File: config.mk
export PLATFORM = sky130hd
export DESIGN_NAME = lexicographic_next_permutation_core
export DESIGN_NICKNAME = d
export VERILOG_FILES = /design/src/rtl/core/lnp_pkg.sv /design/src/rtl/core/lnp_front.sv /design/src/rtl/core/lnp_fifo.sv /design/src/rtl/core/lnp_back.sv /design/src/rtl/core/lexicographic_next_permutation_core.sv
export SDC_FILE = /design/constraint.sdc
export NUM_CORES = 2
export LEC_CHECK = 0
export BUFFER_PORTS_ARGS = -buffer_cell sky130_fd_sc_hd__buf_4
export CAP_MARGIN = 5
export CORE_UTILIZATION = 55
export CTS_CLUSTER_DIAMETER = 30
export DETAILED_ROUTE_END_ITERATION = 6
export HOLD_SLACK_MARGIN = 0.1
export PLACE_DENSITY = 0.82
export SLEW_MARGIN = 10
export SYNTH_ARGS = -nofsm -noshare
export SYNTH_HDL_FRONTEND = slang
export SYNTH_SLANG_ARGS = --single-unit
File: constraint.sdc
create_clock -name clk -period 10.15 [get_ports clk]
set_clock_uncertainty 0.1 [all_clocks]
set_input_delay 1.5225 -clock clk [delete_from_list [all_inputs] [get_ports clk]]
set_output_delay 1.5225 -clock clk [all_outputs]
set_load 0.05 [all_outputs]
File: src/rtl/core/lnp_pkg.sv
// Shared types and constants for the lexicographic permutation core.
package lnp_pkg;

    localparam int LETTER_SLOTS    = 8;
    localparam int LETTER_W        = 8;
    localparam int WORD_W          = LETTER_SLOTS * LETTER_W;
    localparam int LEN_W           = 4;
    localparam int SLOT_IDX_W      = $clog2(LETTER_SLOTS);
    localparam int KEY_W           = LETTER_W + 1;
    localparam int MAX_LETTERS_DEF = 8;
    localparam int QUEUE_DEPTH     = 2;

    typedef enum logic {
        FUNC_SORT = 1'b0,
        FUNC_NEXT = 1'b1
    } func_t;

    // One classified transaction as it travels from front to back.
    typedef struct packed {
        func_t                                    func;
        logic [LEN_W-1:0]                         len;
        logic                                     rise;
        logic [SLOT_IDX_W-1:0]                    k;
        logic [LETTER_SLOTS-1:0][LETTER_W-1:0]    letters;
    } item_t;

endpackage

File: src/rtl/core/lnp_front.sv
// Front stage: clamp the length, clear unused letters, find the last rise.
module lnp_front #(
    parameter int MAX_LETTERS = lnp_pkg::MAX_LETTERS_DEF
) (
    input  logic                       clk,
    input  logic                       rst_n,
    input  logic                       in_valid,
    output logic                       in_stall,
    input  logic                       func,
    input  logic [lnp_pkg::LEN_W-1:0]  word_len,
    input  logic [lnp_pkg::WORD_W-1:0] word_in,
    output lnp_pkg::item_t             push_item,
    output logic                       push_valid,
    input  logic                       push_stall
);
    import lnp_pkg::*;

    logic [LEN_W-1:0] len_c;
    item_t            item_c;
    item_t            item_reg;
    logic             valid_reg;
    logic             valid_next;
    logic             load;

    always_comb
    begin
        len_c = (word_len > LEN_W'(MAX_LETTERS)) ? LEN_W'(MAX_LETTERS) : word_len;
        item_c.func = func_t'(func);
        item_c.len  = len_c;
        item_c.rise = 1'b0;
        item_c.k    = '0;
        for (int i = 0; i < LETTER_SLOTS; i++)
        begin
            item_c.letters[i] = (LEN_W'(i) < len_c) ? word_in[i*LETTER_W +: LETTER_W] : '0;
        end
        // Last rise wins.
        for (int i = 0; i < LETTER_SLOTS - 1; i++)
        begin
            if ((LEN_W'(i + 1) < len_c) && (item_c.letters[i] < item_c.letters[i + 1]))
            begin
                item_c.rise = 1'b1;
                item_c.k    = SLOT_IDX_W'(i);
            end
        end
    end

    assign in_stall   = valid_reg && push_stall;
    assign load       = in_valid && !in_stall;
    assign push_valid = valid_reg;
    assign push_item  = item_reg;

    always_comb
    begin
        if (load)
            valid_next = 1'b1;
        else if (valid_reg && !push_stall)
            valid_next = 1'b0;
        else
            valid_next = valid_reg;
    end

    always_ff @(posedge clk or negedge rst_n)
    begin
        if (!rst_n)
            valid_reg <= 1'b0;
        else
            valid_reg <= valid_next;
    end

    always_ff @(posedge clk)
    begin
        if (load)
            item_reg <= item_c;
    end

endmodule

File: src/rtl/core/lnp_fifo.sv
// Short transaction queue between front and back.
module lnp_fifo (
    input  logic           clk,
    input  logic           rst_n,
    input  lnp_pkg::item_t push_item,
    input  logic           push_valid,
    output logic           push_stall,
    output lnp_pkg::item_t pop_item,
    output logic           pop_valid,
    input  logic           pop_stall
);
    import lnp_pkg::*;

    localparam int PTR_W = (QUEUE_DEPTH > 1) ? $clog2(QUEUE_DEPTH) : 1;
    localparam int CNT_W = $clog2(QUEUE_DEPTH + 1);

    item_t             mem_reg [QUEUE_DEPTH];
    logic [PTR_W-1:0]  wr_ptr_reg, wr_ptr_next;
    logic [PTR_W-1:0]  rd_ptr_reg, rd_ptr_next;
    logic [CNT_W-1:0]  count_reg, count_next;
    logic              do_push, do_pop;

    function automatic logic [PTR_W-1:0] ptr_inc(input logic [PTR_W-1:0] p);
        return (p == PTR_W'(QUEUE_DEPTH - 1)) ? '0 : p + PTR_W'(1);
    endfunction

    assign push_stall = (count_reg == CNT_W'(QUEUE_DEPTH));
    assign pop_valid  = (count_reg != '0);
    assign pop_item   = mem_reg[rd_ptr_reg];
    assign do_push    = push_valid && !push_stall;
    assign do_pop     = pop_valid && !pop_stall;

    always_comb
    begin
        wr_ptr_next = do_push ? ptr_inc(wr_ptr_reg) : wr_ptr_reg;
        rd_ptr_next = do_pop ? ptr_inc(rd_ptr_reg) : rd_ptr_reg;
        count_next  = count_reg;
        if (do_push && !do_pop)
            count_next = count_reg + CNT_W'(1);
        else if (do_pop && !do_push)
            count_next = count_reg - CNT_W'(1);
    end

    always_ff @(posedge clk or negedge rst_n)
    begin
        if (!rst_n)
        begin
            wr_ptr_reg <= '0;
            rd_ptr_reg <= '0;
            count_reg  <= '0;
        end
        else
        begin
            wr_ptr_reg <= wr_ptr_next;
            rd_ptr_reg <= rd_ptr_next;
            count_reg  <= count_next;
        end
    end

    always_ff @(posedge clk)
    begin
        if (do_push)
            mem_reg[wr_ptr_reg] <= push_item;
    end

endmodule

File: src/rtl/core/lnp_back.sv
// Back pipeline: swap and tail reversal for a next request, or an odd-even transposition sort for a sort request.
module lnp_back #(
    parameter int MAX_LETTERS = lnp_pkg::MAX_LETTERS_DEF
) (
    input  logic                       clk,
    input  logic                       rst_n,
    input  lnp_pkg::item_t             pop_item,
    input  logic                       pop_valid,
    output logic                       pop_stall,
    output logic                       out_valid,
    input  logic                       out_stall,
    output logic [lnp_pkg::WORD_W-1:0] word_out,
    output logic                       no_next
);
    import lnp_pkg::*;

    localparam int N          = MAX_LETTERS;
    localparam int NUM_STAGES = N + 1;

    typedef struct packed {
        logic                      sort;
        logic                      no_next;
        logic [N-1:0][KEY_W-1:0]   keys;
    } stage_t;

    stage_t                   stage_reg  [NUM_STAGES];
    stage_t                   stage_next [NUM_STAGES];
    logic [NUM_STAGES-1:0]    valid_reg;
    logic [NUM_STAGES-1:0]    feed_valid;
    logic [NUM_STAGES:0]      ready;

    logic [LETTER_SLOTS-1:0][LETTER_W-1:0] swapped, perm;
    logic [SLOT_IDX_W-1:0]                 l_idx, r_idx;
    logic [LETTER_W-1:0]                   ak;
    logic [LEN_W:0]                        mirror;
    logic                                  do_next;

    // Swap a[k] with the last greater letter, then mirror the tail.
    always_comb
    begin
        do_next = (pop_item.func == FUNC_NEXT) && pop_item.rise;
        ak      = pop_item.letters[pop_item.k];
        l_idx   = pop_item.k;
        r_idx   = '0;
        mirror  = '0;
        for (int i = 0; i < LETTER_SLOTS; i++)
        begin
            if ((LEN_W'(i) > LEN_W'(pop_item.k)) && (LEN_W'(i) < pop_item.len)
                && (ak < pop_item.letters[i]))
                l_idx = SLOT_IDX_W'(i);
        end
        swapped           = pop_item.letters;
        swapped[pop_item.k] = pop_item.letters[l_idx];
        swapped[l_idx]    = ak;
        perm = swapped;
        for (int i = 0; i < LETTER_SLOTS; i++)
        begin
            if ((LEN_W'(i) > LEN_W'(pop_item.k)) && (LEN_W'(i) < pop_item.len))
            begin
                mirror  = {1'b0, pop_item.len} + (LEN_W+1)'(pop_item.k) - (LEN_W+1)'(i);
                r_idx   = mirror[SLOT_IDX_W-1:0];
                perm[i] = swapped[r_idx];
            end
        end
        if (!do_next)
            perm = pop_item.letters;

        stage_next[0].sort    = (pop_item.func == FUNC_SORT);
        stage_next[0].no_next = (pop_item.func == FUNC_NEXT) && !pop_item.rise;
        // Unused slots carry a high flag so the sort parks them at the top.
        for (int i = 0; i < N; i++)
        begin
            stage_next[0].keys[i] = {(LEN_W'(i) >= pop_item.len), perm[i]};
        end
    end

    genvar s;
    generate
        for (s = 1; s < NUM_STAGES; s++)
        begin : g_sort
            always_comb
            begin
                stage_next[s] = stage_reg[s-1];
                for (int j = ((s - 1) % 2); j + 1 < N; j += 2)
                begin
                    if (stage_reg[s-1].sort
                        && (stage_reg[s-1].keys[j] > stage_reg[s-1].keys[j+1]))
                    begin
                        stage_next[s].keys[j]   = stage_reg[s-1].keys[j+1];
                        stage_next[s].keys[j+1] = stage_reg[s-1].keys[j];
                    end
                end
            end
        end
    endgenerate

    assign ready[NUM_STAGES] = !out_stall;

    generate
        for (s = 0; s < NUM_STAGES; s++)
        begin : g_stage
            if (s == 0)
            begin : g_head
                assign feed_valid[s] = pop_valid;
            end
            else
            begin : g_body
                assign feed_valid[s] = valid_reg[s-1];
            end

            assign ready[s] = !valid_reg[s] || ready[s+1];

            always_ff @(posedge clk or negedge rst_n)
            begin
                if (!rst_n)
                    valid_reg[s] <= 1'b0;
                else if (ready[s])
                    valid_reg[s] <= feed_valid[s];
            end

            always_ff @(posedge clk)
            begin
                if (ready[s] && feed_valid[s])
                    stage_reg[s] <= stage_next[s];
            end
        end
    endgenerate

    assign pop_stall = !ready[0];
    assign out_valid = valid_reg[NUM_STAGES-1];
    assign no_next   = stage_reg[NUM_STAGES-1].no_next;

    genvar b;
    generate
        for (b = 0; b < LETTER_SLOTS; b++)
        begin : g_out
            if (b < N)
            begin : g_used
                assign word_out[b*LETTER_W +: LETTER_W] =
                    stage_reg[NUM_STAGES-1].keys[b][LETTER_W-1:0];
            end
            else
            begin : g_unused
                assign word_out[b*LETTER_W +: LETTER_W] = '0;
            end
        end
    endgenerate

endmodule

File: src/rtl/core/lexicographic_next_permutation_core.sv
// Top level of the lexicographic permutation core: front, queue and back pipeline.
//
//  channel | handshake          | payload
//  --------+--------------------+-------------------------------
//  in      | in_valid/in_stall  | func, word_len, word_in
//  out     | out_valid/out_stall| word_out, no_next
//
//  Throughput is one transaction per cycle while nothing stalls; the back
//  pipeline takes a new transaction every cycle while its stages flow.
//  A result passes the front register, one queue slot, the swap stage and
//  MAX_LETTERS compare-exchange stages of the sort network.
//  Reset clears every valid bit and the queue pointers; payload holds junk.
//  out_stall backs up the back pipeline; its stages, the two-entry queue and
//  the front register keep absorbing input until all fill, then in_stall rises.
module lexicographic_next_permutation_core #(
    parameter int MAX_LETTERS = lnp_pkg::MAX_LETTERS_DEF
) (
    input  logic                       clk,
    input  logic                       rst_n,
    input  logic                       in_valid,
    output logic                       in_stall,
    input  logic                       func,
    input  logic [lnp_pkg::LEN_W-1:0]  word_len,
    input  logic [lnp_pkg::WORD_W-1:0] word_in,
    output logic                       out_valid,
    input  logic                       out_stall,
    output logic [lnp_pkg::WORD_W-1:0] word_out,
    output logic                       no_next
);
    import lnp_pkg::*;

    // Front to queue.
    item_t push_item;
    logic  push_valid;
    logic  push_stall;

    // Queue to back.
    item_t pop_item;
    logic  pop_valid;
    logic  pop_stall;

    // Classify: clamp length, clear unused letters, locate the last rise.
    lnp_front #(
        .MAX_LETTERS (MAX_LETTERS)
    ) u_front (
        .clk        (clk),
        .rst_n      (rst_n),
        .in_valid   (in_valid),
        .in_stall   (in_stall),
        .func       (func),
        .word_len   (word_len),
        .word_in    (word_in),
        .push_item  (push_item),
        .push_valid (push_valid),
        .push_stall (push_stall)
    );

    // Decouple the two halves so each can stall on its own.
    lnp_fifo u_fifo (
        .clk        (clk),
        .rst_n      (rst_n),
        .push_item  (push_item),
        .push_valid (push_valid),
        .push_stall (push_stall),
        .pop_item   (pop_item),
        .pop_valid  (pop_valid),
        .pop_stall  (pop_stall)
    );

    // Carry out: next-permutation swap and reversal, or a full sort.
    lnp_back #(
        .MAX_LETTERS (MAX_LETTERS)
    ) u_back (
        .clk       (clk),
        .rst_n     (rst_n),
        .pop_item  (pop_item),
        .pop_valid (pop_valid),
        .pop_stall (pop_stall),
        .out_valid (out_valid),
        .out_stall (out_stall),
        .word_out  (word_out),
        .no_next   (no_next)
    );

endmodule

==> impl_results.md <==
* Critical Path Start Type: register
* Filler cells at between 6000 and 7000
* Number of global-route vias before repair at 36600
* Flip-flop and latch count after synthesis at 888
* Syn Std Cell Area at 0.0503 mm^2
* First-pass DRT Iterations at 7
* Layout cells sized above 1 at roughly a quarter
* CP required at 10.52 ns
* Die X at just over 300 um
* Critical path arrival at 9.11 ns
* Core area at 0.0903 mm^2
* Top cell type's share of synthesized area at 52.2%
* Clk_lat worst skew at 0.77 ns
* Final Non-Filler Cells at ~5600
* Post-Syn Area per Cell at roughly 12 um^2
* Delay-heaviest family, CP: compound AO/OA/AOI/OAI gates
* Syn Inst Count at 4071
* Status: complete, but fails checks
* Pre-CTS setup slack at approximately 1.8 ns
* Top_reg_cell synth: edfxtp_1
* Slowest Stage Delay on Critical Path at 1.10 ns
* Setup tns final at 0 ns
* Met2 GRT Util at ~57%
* Fin Hold WS at between 0.2 and 0.3 ns
* Max Transition Viols Final at 0
* Clock Pin Slew Worst Setup and Hold Paths at 0.05 ns
* IO Pins at 140
* Kind of critical path: register to register
* Count of buffers from port buffering at 139
* Final #Nets at 4729
* CTS Sinks at ~890
* Area growth from synthesis to layout at 16.3%
* Initial DRC count at 3426
* Max cap viols at 0
* DIE AREA at ~0.09 mm^2
* Remaining DRCs at 1
* Met3 Track Usage GR at 6.37%
* Fraction of registers with async set/reset at 1.58%
* Gr usage total at 33.0%
* Most used routing layer: met2
* Slew headroom at 3.90%
* WL final at 153000 um
* Wire per inst at roughly 27 um
* # setup viols final at 0
* Dpl hpwl at about 110000 um
* Tightest Pin Transition at roughly 1.4 ns
* Critical Path, Cell by Cell: mux2i_1 > nand2_1 > nand3_1 > o21ai_0 > o21ai_0 > inv_1 > ha_1 > a21oi_1 > o21ai_0 > or4b_1 > or2_2 > o221ai_2 > a211o_1 > buf_4 > nand2_2 > a32o_1 > a221oi_1 > mux4_2 > nor3_1 > nor3_1
* H-Tree Depth at 4
* Syn Nets at 4500
* Hold bufs inserted after CTS at 0
* R2R depth at 20
* Post_cts resized at 0
* Synth cell types at 92
* Cells after DPL at 5309
* RSZ-0062 raised after global routing: false
* Routed via count divided by cell count at around 6.3
* Ys Warns at 0
* Die height at 304 um
* Row count at 110
* Critical path's slowest cell: mux2i_1
* Met1 usage at about 36%
* Setup WS post-layout at around 1.4 ns
* Failing checks: DRC
* CTS tree: built
* Seq/Total Area, Yosys at 52.9%
* Yosys top cell by area: edfxtp_1
* Synth area leaders: edfxtp_1 52%, mux2_2 12%, ha_1 8.8%
* Routed Antenna Nets at 0
* Root buffer cell: clkbuf_16
* Initial antenna violation count at 4
* Crit path buf inv count at 2
* Max reg flops at 655
* CP endpoint kind: register
* EDFF count, synth at 874
* Final period util at roughly 86%
* Tmin final at about 8.7 ns
* Largest net degree at the start of global routing at 75
* Final GP Congestion at roughly 1.1
* CTS buffer count at 165
* Crit Path Max Fanout at 34
* Endpoints failing hold at 0
* Critical path depth at 20
* Hold depth at 0
* Worst min-delay path category: register to register
* CP most frequent cell: o21ai_0
* Post-CTS setup buffer count at 0
* Fmax achieved at 114 MHz
* Grt total ovfl at 0
* Vias at 35700
* Initial Util at 55.7%
* First-pass GRT wire length at roughly 230000 um
* Clock Tree Buf Depth at 3
==> cells in the mapped netlist (17+ instances only) <==
| cell | count |
|---|---|
| a211oi_1 | 25 |
| o22ai_1 | 40 |
| nand2b_1 | 76 |
| o31ai_1 | 41 |
| a21oi_1 | 137 |
| and2_1 | 22 |
| nand2_1 | 237 |
| a221oi_1 | 35 |
| buf_4 | 69 |
| o21a_1 | 75 |
| edfxtp_1 | 874 |
| nor3_1 | 43 |
| mux4_2 | 21 |
| o21ai_1 | 19 |
| o21ai_0 | 157 |
| o211ai_1 | 44 |
| nand4_1 | 37 |
| buf_2 | 18 |
| mux2i_1 | 79 |
| a31oi_1 | 28 |
| a22oi_1 | 17 |
| inv_1 | 368 |
| nor2b_1 | 77 |
| nor2_1 | 173 |
| clkbuf_1 | 100 |
| ha_1 | 355 |
| nand3_1 | 83 |
| mux2_2 | 535 |
| a21o_1 | 35 |
==> layout make-up <==
class,count,area [um^2],share of cell area (%)
antenna,1,2.50,0.00428
clock buffer,184,4230,7.23
clock inverter,125,1450,2.48
inverter,370,1390,2.37
multi-input combinational,2621,21500,36.7
sequential,888,26600,45.4
tap,1176,1470,2.51
timing repair buffer,254,1920,3.28
==> per-layer routing <==
metal | vias up | wire, um | part of all wire, %
met5 | - | 24 | 0.016
met4 | 4 | 12300 | 8.0
met3 | 650 | 11100 | 7.2
met2 | 1837 | 76600 | 50
met1 | 17300 | 53300 | 35
li1 | 15900 | - | -
==> cell families (layout without fill, tap and decap cells) <==
kind of cell,Yosys count,in the layout,synth area share [%]
AOI/OAI and AO/OA,802,802,10.9
muxes,635,635,14.5
buffers and inverters,562,933,4.77
and+or+nand+nor,816,816,7.87
xor gates and xnor gates,12,12,0.209
other,0,1,0
adders and majority gates,356,356,8.87
DFF,888,888,52.9
==> final timing paths <==
kind | start | to | slack [ns]
hold reg to reg | u_back.stage_reg[0][74]$_DFFE_PP_ | u_back.stage_reg[0][148]$_DFFE_PP_ | 0.29
hold / removal | u_back.stage_reg[0][74]$_DFFE_PP_ | u_back.stage_reg[0][148]$_DFFE_PP_ | 0.29
setup / recovery | u_fifo.rd_ptr_reg$_DFFE_PN0P_ | u_back.stage_reg[0][69]$_DFFE_PP_ | 1.41
setup reg to reg | u_fifo.rd_ptr_reg$_DFFE_PN0P_ | u_back.stage_reg[0][69]$_DFFE_PP_ | 1.41
min in group asynchronous | rst_n | u_back.feed_valid[8]$_DFFE_PN0P_ | 0.52
max in group asynchronous | rst_n | u_fifo.rd_ptr_reg$_DFFE_PN0P_ | 9.22
==> cells in the final DEF, fill, tap and decap left out, types with 37 or more instances in the layout <==
| cell type | Yosys | layout |
|---|---|---|
| nor3_1 | 43 | 42 |
| mux2_2 | 535 | 535 |
| clkbuf_16 | 0 | 166 |
| o21a_1 | 75 | 75 |
| nand2_1 | 237 | 237 |
| nand2b_1 | 76 | 76 |
| nand4_1 | 37 | 37 |
| ha_1 | 355 | 355 |
| a21oi_1 | 137 | 137 |
| mux2i_1 | 79 | 77 |
| nand3_1 | 83 | 83 |
| edfxtp_1 | 874 | 874 |
| o211ai_1 | 44 | 44 |
| nor2_1 | 173 | 169 |
| o21ai_0 | 157 | 157 |
| nor2b_1 | 77 | 74 |
| inv_1 | 368 | 367 |
| buf_4 | 69 | 253 |
| o22ai_1 | 40 | 40 |
| o31ai_1 | 41 | 41 |
==> metrics by stage <==
stage	instance area, um^2	util, %
after CTS	58500	64.8
after floorplan	50300	-
after global routing	58500	64.8
after detailed placement	52800	58.5
after global placement	52800	58.5
final	58500	64.8
==> worst register-to-register path: stages (launching register included) <==
cell and delay (ns):
dfrtp_4 0.79, mux2i_1 1.15, nand2_1 0.11, nand3_1 0.13
o21ai_0 0.09, o21ai_0 0.47, inv_1 0.46, ha_1 0.43
a21oi_1 0.15, o21ai_0 0.11, or4b_1 0.54, or2_2 0.30
o221ai_2 0.35, a211o_1 0.43, buf_4 0.35, nand2_2 0.26
a32o_1 0.39, a221oi_1 0.98, mux4_2 0.44, nor3_1 0.05
nor3_1 0.39
Power is not shown: default switching activity piles up to over one toggle a cycle in this logic, so the estimate is an artifact.
